--- src/rtl/acdi_pkg.sv ---
// ----------------------------------------------------------------------------
// acdi_pkg
// shared types and constants of the ata dma command issuer
// ----------------------------------------------------------------------------
package acdi_pkg;

    // taskfile and data port codes on target_port
    localparam logic [3:0] PORT_NONE     = 4'd0;
    localparam logic [3:0] PORT_FEATURES = 4'd1;
    localparam logic [3:0] PORT_COUNT0   = 4'd2;
    localparam logic [3:0] PORT_LBA0     = 4'd3;
    localparam logic [3:0] PORT_LBA1     = 4'd4;
    localparam logic [3:0] PORT_LBA2     = 4'd5;
    localparam logic [3:0] PORT_DEVSEL   = 4'd6;
    localparam logic [3:0] PORT_COMMAND  = 4'd7;
    localparam logic [3:0] PORT_COUNT1   = 4'd8;
    localparam logic [3:0] PORT_LBA3     = 4'd9;
    localparam logic [3:0] PORT_LBA4     = 4'd10;
    localparam logic [3:0] PORT_LBA5     = 4'd11;
    localparam logic [3:0] PORT_CONTROL  = 4'd12;
    localparam logic [3:0] PORT_DATA     = 4'd13;

    // configuration register indexes
    localparam logic [2:0] CFG_ATAPI   = 3'd0;
    localparam logic [2:0] CFG_DRIVE   = 3'd1;
    localparam logic [2:0] CFG_LBA28   = 3'd2;
    localparam logic [2:0] CFG_LBA48   = 3'd3;
    localparam logic [2:0] CFG_SECTORS = 3'd4;

    // command opcodes
    localparam logic [7:0] CMD_READ_DMA      = 8'hc8;
    localparam logic [7:0] CMD_WRITE_DMA     = 8'hca;
    localparam logic [7:0] CMD_READ_DMA_EXT  = 8'h25;
    localparam logic [7:0] CMD_WRITE_DMA_EXT = 8'h35;
    localparam logic [7:0] CMD_PACKET        = 8'ha0;
    localparam logic [7:0] SCSI_READ12       = 8'ha8;
    localparam logic [7:0] DEVSEL_CHS        = 8'ha0;
    localparam logic [7:0] DEVSEL_LBA        = 8'he0;

    localparam int unsigned SECTORS_PER_TRACK = 63;
    // reciprocal of 63 scaled by 2^34, exact for any 28-bit dividend
    localparam int unsigned RECIP_SHIFT = 34;
    localparam logic [28:0] RECIP_63 = 29'd272696337;

    // sequence lengths
    localparam logic [3:0] LEN_REJECT = 4'd1;
    localparam logic [3:0] LEN_ATAPI  = 4'd13;
    localparam logic [3:0] LEN_LBA48  = 4'd11;
    localparam logic [3:0] LEN_SHORT  = 4'd7;

    typedef enum logic [1:0] {
        MODE_CHS   = 2'd0,
        MODE_LBA28 = 2'd1,
        MODE_LBA48 = 2'd2
    } t_mode;

    typedef struct packed {
        logic        atapi;
        logic        drive;
        logic        lba28;
        logic        lba48;
        logic [31:0] sectors;
    } t_cfg;

    // decoded request handed to the emitter
    typedef struct packed {
        logic        rejected;
        logic        atapi;
        t_mode       mode;
        logic        is_write;
        logic        drive;
        logic [31:0] lba;
        logic [7:0]  count;
        logic [22:0] track;  // lba / 63
    } t_desc;

endpackage

--- src/rtl/acdi_cfg.sv ---
// ----------------------------------------------------------------------------
// acdi_cfg
// configuration register bank
// ----------------------------------------------------------------------------
module acdi_cfg
    import acdi_pkg::*;
(
    input  logic        i_clk,
    input  logic        i_rst_n,
    input  logic        i_cfg_valid,
    input  logic [2:0]  i_cfg_index,
    input  logic [31:0] i_cfg_data,
    output logic        o_cfg_ready,
    output t_cfg        o_cfg
);

    t_cfg r_cfg;

    assign o_cfg_ready = 1'b1;
    assign o_cfg       = r_cfg;

    always_ff @(posedge i_clk) begin
        if (!i_rst_n) begin
            r_cfg <= '0;
        end else if (i_cfg_valid) begin
            unique case (i_cfg_index)
                CFG_ATAPI:   r_cfg.atapi   <= i_cfg_data[0];
                CFG_DRIVE:   r_cfg.drive   <= i_cfg_data[0];
                CFG_LBA28:   r_cfg.lba28   <= i_cfg_data[0];
                CFG_LBA48:   r_cfg.lba48   <= i_cfg_data[0];
                CFG_SECTORS: r_cfg.sectors <= i_cfg_data;
                default: begin
                end
            endcase
        end
    end

endmodule

--- src/rtl/acdi_decode.sv ---
// ----------------------------------------------------------------------------
// acdi_decode
// request register, acceptance checks, addressing mode and chs divide
// ----------------------------------------------------------------------------
module acdi_decode
    import acdi_pkg::*;
#(
    parameter int unsigned BUFFER_BYTES = 65536
)
(
    input  logic        i_clk,
    input  logic        i_rst_n,
    input  t_cfg        i_cfg,
    input  logic        i_in_valid,
    output logic        o_in_stall,
    input  logic        i_kind,
    input  logic [31:0] i_start_block,
    input  logic [7:0]  i_block_count,
    input  logic        i_desc_done,
    output logic        o_desc_valid,
    output t_desc       o_desc
);

    localparam logic [31:0] MAX_ATA   = 32'(BUFFER_BYTES / 512);
    localparam logic [31:0] MAX_ATAPI = 32'(BUFFER_BYTES / 2048);

    logic        r_req_valid;
    logic        r_kind;
    logic [31:0] r_lba;
    logic [7:0]  r_count;
    logic        r_desc_valid;
    t_desc       r_desc;

    logic        desc_free;
    logic        accept;
    logic        reject;
    logic [31:0] count32;
    logic [56:0] product;
    t_desc       n_desc;

    assign desc_free  = !r_desc_valid || i_desc_done;
    assign o_in_stall = r_req_valid && !desc_free;
    assign accept     = i_in_valid && !o_in_stall;

    assign count32 = {24'd0, r_count};
    assign product = {28'd0, r_lba[27:0]} * {28'd0, RECIP_63};

    always_comb begin
        reject = (r_count == 8'd0);
        if (i_cfg.atapi) begin
            if (count32 > MAX_ATAPI || r_kind) reject = 1'b1;
        end else begin
            if (count32 > MAX_ATA) reject = 1'b1;
            if (r_lba >= i_cfg.sectors || count32 > (i_cfg.sectors - r_lba)) reject = 1'b1;
            if (r_lba[31:28] != 4'd0 && !i_cfg.lba48) reject = 1'b1;
        end

        n_desc.rejected = reject;
        n_desc.atapi    = i_cfg.atapi;
        n_desc.is_write = r_kind;
        n_desc.drive    = i_cfg.drive;
        n_desc.lba      = r_lba;
        n_desc.count    = r_count;
        n_desc.track    = product[56:RECIP_SHIFT];
        priority if (r_lba[31:28] != 4'd0) n_desc.mode = MODE_LBA48;
        else if (i_cfg.lba28)              n_desc.mode = MODE_LBA28;
        else                               n_desc.mode = MODE_CHS;
    end

    always_ff @(posedge i_clk) begin
        if (!i_rst_n) begin
            r_req_valid  <= 1'b0;
            r_desc_valid <= 1'b0;
        end else begin
            if (accept) begin
                r_req_valid <= 1'b1;
            end else if (desc_free) begin
                r_req_valid <= 1'b0;
            end
            if (desc_free) begin
                r_desc_valid <= r_req_valid;
            end
        end
    end

    always_ff @(posedge i_clk) begin
        if (accept) begin
            r_kind  <= i_kind;
            r_lba   <= i_start_block;
            r_count <= i_block_count;
        end
        if (desc_free && r_req_valid) begin
            r_desc <= n_desc;
        end
    end

    assign o_desc_valid = r_desc_valid;
    assign o_desc       = r_desc;

endmodule

--- src/rtl/acdi_emit.sv ---
// ----------------------------------------------------------------------------
// acdi_emit
// steps through the register write sequence into the output register
// ----------------------------------------------------------------------------
module acdi_emit
    import acdi_pkg::*;
(
    input  logic        i_clk,
    input  logic        i_rst_n,
    input  logic        i_desc_valid,
    input  t_desc       i_desc,
    output logic        o_desc_done,
    output logic        o_out_valid,
    input  logic        i_out_stall,
    output logic [3:0]  o_target_port,
    output logic [15:0] o_write_value,
    output logic        o_last_write,
    output logic        o_rejected
);

    logic        r_out_valid;
    logic [3:0]  r_port;
    logic [15:0] r_value;
    logic        r_last;
    logic        r_rej;
    logic [3:0]  r_step;

    logic        slot_free;
    logic        emit;
    logic [3:0]  seq_len;
    logic        is_last;
    logic [3:0]  slot;
    logic [3:0]  n_port;
    logic [7:0]  n_byte;
    logic [15:0] n_value;
    logic [28:0] track63;
    logic [28:0] rem;
    logic [5:0]  sector;
    logic [7:0]  devsel;
    logic [7:0]  cmd;
    logic [7:0]  drv;

    assign slot_free   = !r_out_valid || !i_out_stall;
    assign emit        = i_desc_valid && slot_free;
    assign is_last     = (r_step == seq_len - 4'd1);
    assign o_desc_done = emit && is_last;

    // chs: sector from the remainder, cylinder and head from the track number
    assign track63 = {i_desc.track, 6'd0} - {6'd0, i_desc.track};
    assign rem     = {1'b0, i_desc.lba[27:0]} - track63;
    assign sector  = rem[5:0] + 6'd1;
    assign drv     = {3'd0, i_desc.drive, 4'd0};

    always_comb begin
        priority if (i_desc.rejected)           seq_len = LEN_REJECT;
        else if (i_desc.atapi)                  seq_len = LEN_ATAPI;
        else if (i_desc.mode == MODE_LBA48)     seq_len = LEN_LBA48;
        else                                    seq_len = LEN_SHORT;

        // short sequences skip the four high-order writes
        if (r_step < 4'd2 || i_desc.mode == MODE_LBA48) slot = r_step;
        else                                            slot = r_step + 4'd4;

        unique case (i_desc.mode)
            MODE_CHS:   devsel = DEVSEL_CHS | drv | {4'd0, i_desc.track[3:0]};
            MODE_LBA28: devsel = DEVSEL_LBA | drv | {4'd0, i_desc.lba[27:24]};
            MODE_LBA48: devsel = DEVSEL_LBA | drv;
            default:    devsel = DEVSEL_LBA | drv;
        endcase

        if (i_desc.is_write) begin
            cmd = (i_desc.mode == MODE_LBA48) ? CMD_WRITE_DMA_EXT : CMD_WRITE_DMA;
        end else begin
            cmd = (i_desc.mode == MODE_LBA48) ? CMD_READ_DMA_EXT : CMD_READ_DMA;
        end

        n_port  = PORT_NONE;
        n_byte  = 8'd0;
        n_value = 16'd0;
        if (i_desc.rejected) begin
            n_port  = PORT_NONE;
            n_value = 16'd0;
        end else if (i_desc.atapi) begin
            unique case (r_step)
                4'd0: begin n_port = PORT_CONTROL; n_value = 16'd2; end
                4'd1: begin n_port = PORT_DEVSEL;  n_value = {8'd0, drv}; end
                4'd2: begin n_port = PORT_FEATURES; n_value = 16'd1; end
                // transfer byte count is count * 2048, low byte always zero
                4'd3: begin n_port = PORT_LBA1; n_value = 16'd0; end
                4'd4: begin n_port = PORT_LBA2; n_value = {8'd0, i_desc.count[4:0], 3'd0}; end
                4'd5: begin n_port = PORT_COMMAND; n_value = {8'd0, CMD_PACKET}; end
                4'd6: begin n_port = PORT_CONTROL; n_value = 16'd0; end
                4'd7: begin n_port = PORT_DATA; n_value = {8'd0, SCSI_READ12}; end
                4'd8: begin
                    n_port  = PORT_DATA;
                    n_value = {i_desc.lba[23:16], i_desc.lba[31:24]};
                end
                4'd9: begin
                    n_port  = PORT_DATA;
                    n_value = {i_desc.lba[7:0], i_desc.lba[15:8]};
                end
                4'd10: begin n_port = PORT_DATA; n_value = 16'd0; end
                4'd11: begin n_port = PORT_DATA; n_value = {i_desc.count, 8'd0}; end
                default: begin n_port = PORT_DATA; n_value = 16'd0; end
            endcase
        end else begin
            unique case (slot)
                4'd0: begin n_port = PORT_CONTROL; n_byte = 8'd0; end
                4'd1: begin n_port = PORT_DEVSEL;  n_byte = devsel; end
                4'd2: begin n_port = PORT_COUNT1;  n_byte = 8'd0; end
                4'd3: begin n_port = PORT_LBA3;    n_byte = i_desc.lba[31:24]; end
                4'd4: begin n_port = PORT_LBA4;    n_byte = 8'd0; end
                4'd5: begin n_port = PORT_LBA5;    n_byte = 8'd0; end
                4'd6: begin n_port = PORT_COUNT0;  n_byte = i_desc.count; end
                4'd7: begin
                    n_port = PORT_LBA0;
                    n_byte = (i_desc.mode == MODE_CHS) ? {2'd0, sector} : i_desc.lba[7:0];
                end
                4'd8: begin
                    n_port = PORT_LBA1;
                    n_byte = (i_desc.mode == MODE_CHS) ? i_desc.track[11:4]
                                                       : i_desc.lba[15:8];
                end
                4'd9: begin
                    n_port = PORT_LBA2;
                    n_byte = (i_desc.mode == MODE_CHS) ? i_desc.track[19:12]
                                                       : i_desc.lba[23:16];
                end
                default: begin n_port = PORT_COMMAND; n_byte = cmd; end
            endcase
            n_value = {8'd0, n_byte};
        end
    end

    always_ff @(posedge i_clk) begin
        if (!i_rst_n) begin
            r_out_valid <= 1'b0;
            r_step      <= 4'd0;
        end else if (emit) begin
            r_out_valid <= 1'b1;
            r_step      <= is_last ? 4'd0 : r_step + 4'd1;
        end else if (slot_free) begin
            r_out_valid <= 1'b0;
        end
    end

    always_ff @(posedge i_clk) begin
        if (emit) begin
            r_port  <= n_port;
            r_value <= n_value;
            r_last  <= is_last;
            r_rej   <= i_desc.rejected;
        end
    end

    assign o_out_valid   = r_out_valid;
    assign o_target_port = r_port;
    assign o_write_value = r_value;
    assign o_last_write  = r_last;
    assign o_rejected    = r_rej;

endmodule

--- src/rtl/ata_dma_command_issuer_unit.sv ---
// a request passes the request register and the descriptor register before its first write is registered
// throughput: one write per cycle while i_out_stall is low; a request gives 13 writes (atapi),
// 11 (lba48), 7 (lba28 or chs) or 1 (rejected), all through the single output register
// a new request is taken while the previous one is still being written out
// reset: synchronous active low, clears configuration to zero and empties all stages
// ----------------------------------------------------------------------------
// ata_dma_command_issuer_unit
// builds the ordered taskfile and packet writes for one dma read or write request
// ----------------------------------------------------------------------------
module ata_dma_command_issuer_unit
    import acdi_pkg::*;
#(
    parameter int unsigned BUFFER_BYTES = 65536
)
(
    input  logic        i_clk,
    input  logic        i_rst_n,
    input  logic        i_cfg_valid,
    output logic        o_cfg_ready,
    input  logic [2:0]  i_cfg_index,
    input  logic [31:0] i_cfg_data,
    input  logic        i_in_valid,
    output logic        o_in_stall,
    input  logic        i_kind,
    input  logic [31:0] i_start_block,
    input  logic [7:0]  i_block_count,
    output logic        o_out_valid,
    input  logic        i_out_stall,
    output logic [3:0]  o_target_port,
    output logic [15:0] o_write_value,
    output logic        o_last_write,
    output logic        o_rejected
);

    t_cfg  cfg;
    t_desc desc;
    logic  desc_valid;
    logic  desc_done;

    acdi_cfg u_cfg (
        .i_clk       (i_clk),
        .i_rst_n     (i_rst_n),
        .i_cfg_valid (i_cfg_valid),
        .i_cfg_index (i_cfg_index),
        .i_cfg_data  (i_cfg_data),
        .o_cfg_ready (o_cfg_ready),
        .o_cfg       (cfg)
    );

    acdi_decode #(
        .BUFFER_BYTES (BUFFER_BYTES)
    ) u_decode (
        .i_clk         (i_clk),
        .i_rst_n       (i_rst_n),
        .i_cfg         (cfg),
        .i_in_valid    (i_in_valid),
        .o_in_stall    (o_in_stall),
        .i_kind        (i_kind),
        .i_start_block (i_start_block),
        .i_block_count (i_block_count),
        .i_desc_done   (desc_done),
        .o_desc_valid  (desc_valid),
        .o_desc        (desc)
    );

    acdi_emit u_emit (
        .i_clk         (i_clk),
        .i_rst_n       (i_rst_n),
        .i_desc_valid  (desc_valid),
        .i_desc        (desc),
        .o_desc_done   (desc_done),
        .o_out_valid   (o_out_valid),
        .i_out_stall   (i_out_stall),
        .o_target_port (o_target_port),
        .o_write_value (o_write_value),
        .o_last_write  (o_last_write),
        .o_rejected    (o_rejected)
    );

endmodule

--- config.mk ---
export PLATFORM = sky130hd
export DESIGN_NAME = ata_dma_command_issuer_unit
export DESIGN_NICKNAME = d
export VERILOG_FILES = /design/src/rtl/acdi_pkg.sv /design/src/rtl/acdi_cfg.sv /design/src/rtl/acdi_decode.sv /design/src/rtl/acdi_emit.sv /design/src/rtl/ata_dma_command_issuer_unit.sv
export SDC_FILE = /design/constraint.sdc
export NUM_CORES = 1
export LEC_CHECK = 0
export BUFFER_PORTS_ARGS = -buffer_cell sky130_fd_sc_hd__buf_2
export CORE_UTILIZATION = 40
export DETAILED_ROUTE_END_ITERATION = 10
export SYNTH_ARGS = -nofsm -noshare
export SYNTH_HDL_FRONTEND = slang
export SYNTH_SLANG_ARGS = --single-unit
export TNS_END_PERCENT = 20
--- constraint.sdc ---
create_clock -name i_clk -period 7.56 [get_ports i_clk]
set_input_delay 1.512 -clock i_clk [delete_from_list [all_inputs] [get_ports i_clk]]
set_output_delay 1.512 -clock i_clk [all_outputs]
set_load 0.02 [all_outputs]
-- Yosys cells after proc, flatten, opt, wreduce, memory -nomap -nowiden
Index checks and enable logic that the tools add are counted.
- register bits after elaboration: 172
- add/sub/neg operators: 7
- multiply operators: 1
- order comparisons: 5
- eq/ne operators: 26
- muxes and demuxes: 28
- bitwise operators: 3
- reductions and logical operators: 33
- operators by type and width (kind ; number):
    16-bit one-hot mux with 9 select lines ; 1
    8-bit 2-to-1 mux ; 7
    8-bit one-hot mux with 7 select lines ; 1
    28-bit by 29-bit multiplier with 54-bit output (second input constant) ; 1
    4-bit one-hot mux with 10 select lines ; 1
    4-bit by 3-bit equality test with 1-bit output (second input constant) ; 8
    32-bit greater-or-equal comparator ; 1
    8-bit by 32-bit > comparator with 1-bit output ; 1
    32-bit subtractor ; 1
    4-bit 2-to-1 mux ; 6
    4-bit one-hot mux with 6 select lines ; 1
    4-bit equality test (second input constant) ; 5
    4-bit by 2-bit equality test with 1-bit output (second input constant) ; 4
    8-bit by 4-bit OR with 8-bit output ; 2
    8-bit one-hot mux with 2 select lines ; 1
    1-bit 2-to-1 mux ; 10
    2-bit AND reduction ; 5
    4-bit by 1-bit equality test with 1-bit output (second input constant) ; 2
    8-bit by 6-bit > comparator with 1-bit output (second input constant) ; 1
    8-bit > comparator (second input constant) ; 1
    4-bit logical NOT ; 2
    8-bit logical NOT ; 1
    6-bit by 1-bit adder with 6-bit output (second input constant) ; 1
    3-bit by 2-bit equality test with 1-bit output (second input constant) ; 2
    21 further kinds ; 37

-- Depth between registers and ports, before layout
- depth in word-level cells: 13
- gate-level depth with buffers: 21
- gate-level depth less buffers: 21

-- By module
From an unflattened synthesis, not the netlist that was laid out.
- cell total of the unflattened synthesis: 1532
- area, all modules: 15239.6 um^2
- modules (own cells, without submodules) (module ; instances ; cells an instance ; area an instance (um^2) ; sequential area each (um^2)):
    acdi_decode ; 1 ; 1022 ; 10789.1 ; 3343.2
    acdi_emit ; 1 ; 351 ; 2944.1 ; 760.7
    acdi_cfg ; 1 ; 159 ; 1506.4 ; 720.7

-- Worst setup path after synthesis
No wires, ideal clock.
- path kind: input-to-reg
- start: input i_out_stall
- end: register u_decode.r_desc (netlist bit u_decode.o_desc[0]), enable pin
- setup time: 498 ps
- data arrival time: 6231 ps
- data required time: 7062 ps
- slack: 831 ps
- cell stages on the path: 4
- path through: a21boi_1 -> nand2_1 -> and2_1 -> nor2b_1
- longest elaborated chain between the ends: 6
- ends and longest elaborated chain (what ; line ; text):
    from (decl) ; ata_dma_command_issuer_unit.sv:28 ; input logic i_out_stall,
    1-bit logical NOT ; acdi_emit.sv:43 ; assign slot_free = !r_out_valid || !i_out_stall;
    1-bit logical OR ; acdi_emit.sv:43 ;
    1-bit logical AND ; acdi_emit.sv:44 ; assign emit = i_desc_valid && slot_free;
    1-bit logical AND ; acdi_emit.sv:46 ; assign o_desc_done = emit && is_last;
    1-bit logical OR ; acdi_decode.sv:41 ; assign desc_free = !r_desc_valid || i_desc_done;
    1-bit logical AND ; acdi_decode.sv:92 ; if (desc_free && r_req_valid) begin
    to (signal assigned) ; acdi_decode.sv:93 ; r_desc <= n_desc;
    to (decl) ; acdi_decode.sv:32 ; t_desc r_desc;
Every way passes these cells.
A chain may end at the register's enable or synchronous reset.

==> results.ini <==
[status]
outcome=finished, final reports clean

[route]
detail-route-antenna-nets=0
dr.pass1.iters=7
viasPerCell=5.56
wl_mm=38.7
drc=0
vias=11200
wire_per_inst_um=19.3
drt_iter0_drc=950

[cts]
cts_hold_buf=0
cts.sinks=172
cts_tree=done
clk_pin_slew_ns=0.07
clock_latency_ns=0.44
cts-root-buf=clkbuf_16
cts_resized=0
cts_buffers=17
ctsLongestPathBuffers=2
cts_setup_buffers=0
cts_max_level=4

[timing]
maxSlewViolCount=0
setup_viol=0
timing.hold.ws_ns=0.446
fin_crit_sh_pct=75.9
tightest_slew_ns=1.17
max_freq_mhz=174
hold_viol=0
skew_ns=0.0105
post-route-min-period_ns=5.74
max_slew_margin_pct=22.3
rsz0062_at_grt=no
setup-tns-final_ns=0

[global_route]
grt_start_max_net_pins=67
grt_util_met2_pct=33.4
track_usage_pct=21.8
grt.busiest_layer=met2
met1_usage_pct=30.6
antenna_found_initial=1
grt_pass1_wl_mm=59.7
grt_overflow=0
grt_pass1_vias=10700
use_met3_pct=3.97

[power_and_ir_drop]
swShare_pct=38.3
clkPwrFrac_pct=23.8
comb_power_share_pct=43.6
pwr-share-seq_pct=32.6
internal-power_uw=2260
switching_power_uw=1400
leakage_uw=0.00713
ir_worst_vdd_mv=0.158
power_density_nw_per_um2=233

[critical_path]
crit_slowest_cell=fa_1
cp_data_arrival_time_ns=5.94
critPathCaptureType=flop
path_max_fanout=5
crit_family=adder cells
slowest_delay_ns=0.57
path_class=flop to flop
r2r_slack_ns=1.82
cp_num_buf_inv=2
cp_cell_sequence=ha_1 > fa_1 > inv_1 > fa_1 > fa_1 > fa_1 > inv_1 > ha_1 > nand4_1 > nor3_1 > a221oi_1 > and3_1 > o21ai_0 > a221o_1 > o211ai_1 > a211oi_1 > o21ai_1 > xnor2_1
crit_path_start_kind=flop
cp_common_cell=fa_1
worstPathRequired_ns=7.76

[finish]
layout.nets=1906
num_antenna_cells=0
fillerInstances=3395
area_growth_pct=11.1
drive_gt1_share_pct=10.7
fin_area_um2=15700

[yosys]
ys_types=73
synth_flop_cell=edfxtp_1
synth_nets=1817
synth_cells=1452
synth_edf_count=129
netlist_area_um2=14200
synth_seq_area_share_pct=33.4
yosys_warnings=0
async_flop_share_pct=0
synth-seq-cells=172
syn_area_per_cell_um2=9.76

[placement]
port_buffers=104
place_area_um2=15100
place_congestion=0.940
hpwl_mm=31.2

[floorplanning]
fp.dieH_um=190
io_pins=106
core-area_um2=34700
dieArea_um2=36200
fp.dieW_um=190
rows=68
start_util_pct=40.8

[run]
drv_cap=0

[min_path]
min_path_type=flop to flop

layer usage:
layer	vias up	share of wire (%)
met4	2	2.8
met5	-	0.021
met2	412	44
li1	5354	-
met3	65	7.1
met1	5327	46
per-stage QoR:
| step | setup slack [ns] | total power [uW] | utilization, % | std cells |
|---|---|---|---|---|
| floorplan | 0.831 | 2350 | - | 1452 |
| global placement | 2.00 | 2790 | 43.6 | 1977 |
| detailed placement | 1.86 | 2800 | 43.6 | 1977 |
| CTS | 1.86 | 3690 | 45.3 | 2009 |
| global route | 1.59 | 3940 | 45.3 | 2009 |
| finish | 1.82 | 3660 | 45.3 | 2009 |
synth_stat cells (11+ instances only):
master,instances,share of area (%)
a21o_1,30,1.6
a21oi_1,96,3.4
clkbuf_1,33,0.87
nand3_1,25,0.88
o21ai_0,36,1.3
xor2_1,16,0.99
nor2_1,74,2.0
nor2b_1,20,0.88
dfxtp_1,43,6.1
nor3_1,23,0.81
edfxtp_1,129,27
ha_1,224,20
fa_1,60,8.5
nand2_1,164,4.3
xnor2_1,35,2.2
nand4_1,21,0.93
a21boi_0,34,1.8
a222oi_1,11,0.78
inv_1,177,4.7
power by group through the flow:
| stage | clock network, uW | logic (uW) | registers (uW) |
|---|---|---|---|
| finish | 872 | 1600 | 1190 |
| global route | 923 | 1810 | 1200 |
| CTS | 887 | 1600 | 1200 |
| detailed placement | 0 | 1590 | 1220 |
| global placement | 0 | 1570 | 1210 |
| floorplan | 0 | 1170 | 1180 |
cell type report:
type	instances	area [um2]	share of cell area, %
clock buffers	21	493	3.13
clock inverters	11	97.6	0.620
inverters	178	668	4.25
multi-input cells	1062	8610	54.7
flip-flops and latches	172	4730	30.1
well taps	455	569	3.62
repair buffers	110	566	3.59
sequential cells by signal (all words and copies together) (netlist names), 4 cells and up:
register and count:
u_cfg.o_cfg 36, u_decode.r_count 8, u_emit.o_write_value 16, u_emit.o_target_port 4, u_emit.r_step 4, u_decode.o_desc 66, u_decode.r_lba 32
cell usage in the layout (no fill, tap or decap), types with 23 or more instances in the layout:
master | Yosys | final
buf_2 | 2 | 104
a21oi_1 | 96 | 96
nand3_1 | 25 | 25
nor2_1 | 74 | 74
a21o_1 | 30 | 30
fa_1 | 60 | 60
edfxtp_1 | 129 | 129
ha_1 | 224 | 224
nand2_1 | 164 | 164
inv_1 | 177 | 177
dfxtp_1 | 43 | 43
o21ai_0 | 36 | 36
a21boi_0 | 34 | 34
nor3_1 | 23 | 23
xnor2_1 | 35 | 35
cell families after synthesis:
group                      synth area share (%)
AOI/OAI and AO/OA                          16.0
muxes                                     0.583
buffers and inverters                      5.93
and+or+nand+nor                            12.6
DFF                                        33.4
other                                    0.0265
xor gates and xnor gates                   3.15
adders and majority gates                  28.3
worst register-to-register path, delay by kind of cell (launching register included):
family | cells | cell delay [ns]
buf+inv | 2 | 0.14
flops | 1 | 0.47
compound gates | 6 | 1.54
simple gates | 3 | 0.40
fa+ha+maj | 6 | 2.86
xor+xnor | 1 | 0.09
worst paths after layout:
check / end / cells past startpoint / start
worst min register to register: u_decode.o_desc[63]$_DFFE_PP_ / 0 / u_cfg.o_cfg[34]$_SDFFE_PN0P_
worst max register to register: u_decode.o_desc[18]$_DFFE_PP_ / 18 / u_decode.r_lba[20]$_DFFE_PP_
worst max-delay path: u_decode.o_desc[18]$_DFFE_PP_ / 18 / u_decode.r_lba[20]$_DFFE_PP_
worst min-delay path: u_decode.o_desc[63]$_DFFE_PP_ / 0 / u_cfg.o_cfg[34]$_SDFFE_PN0P_
(Power assumes the default switching activity.)
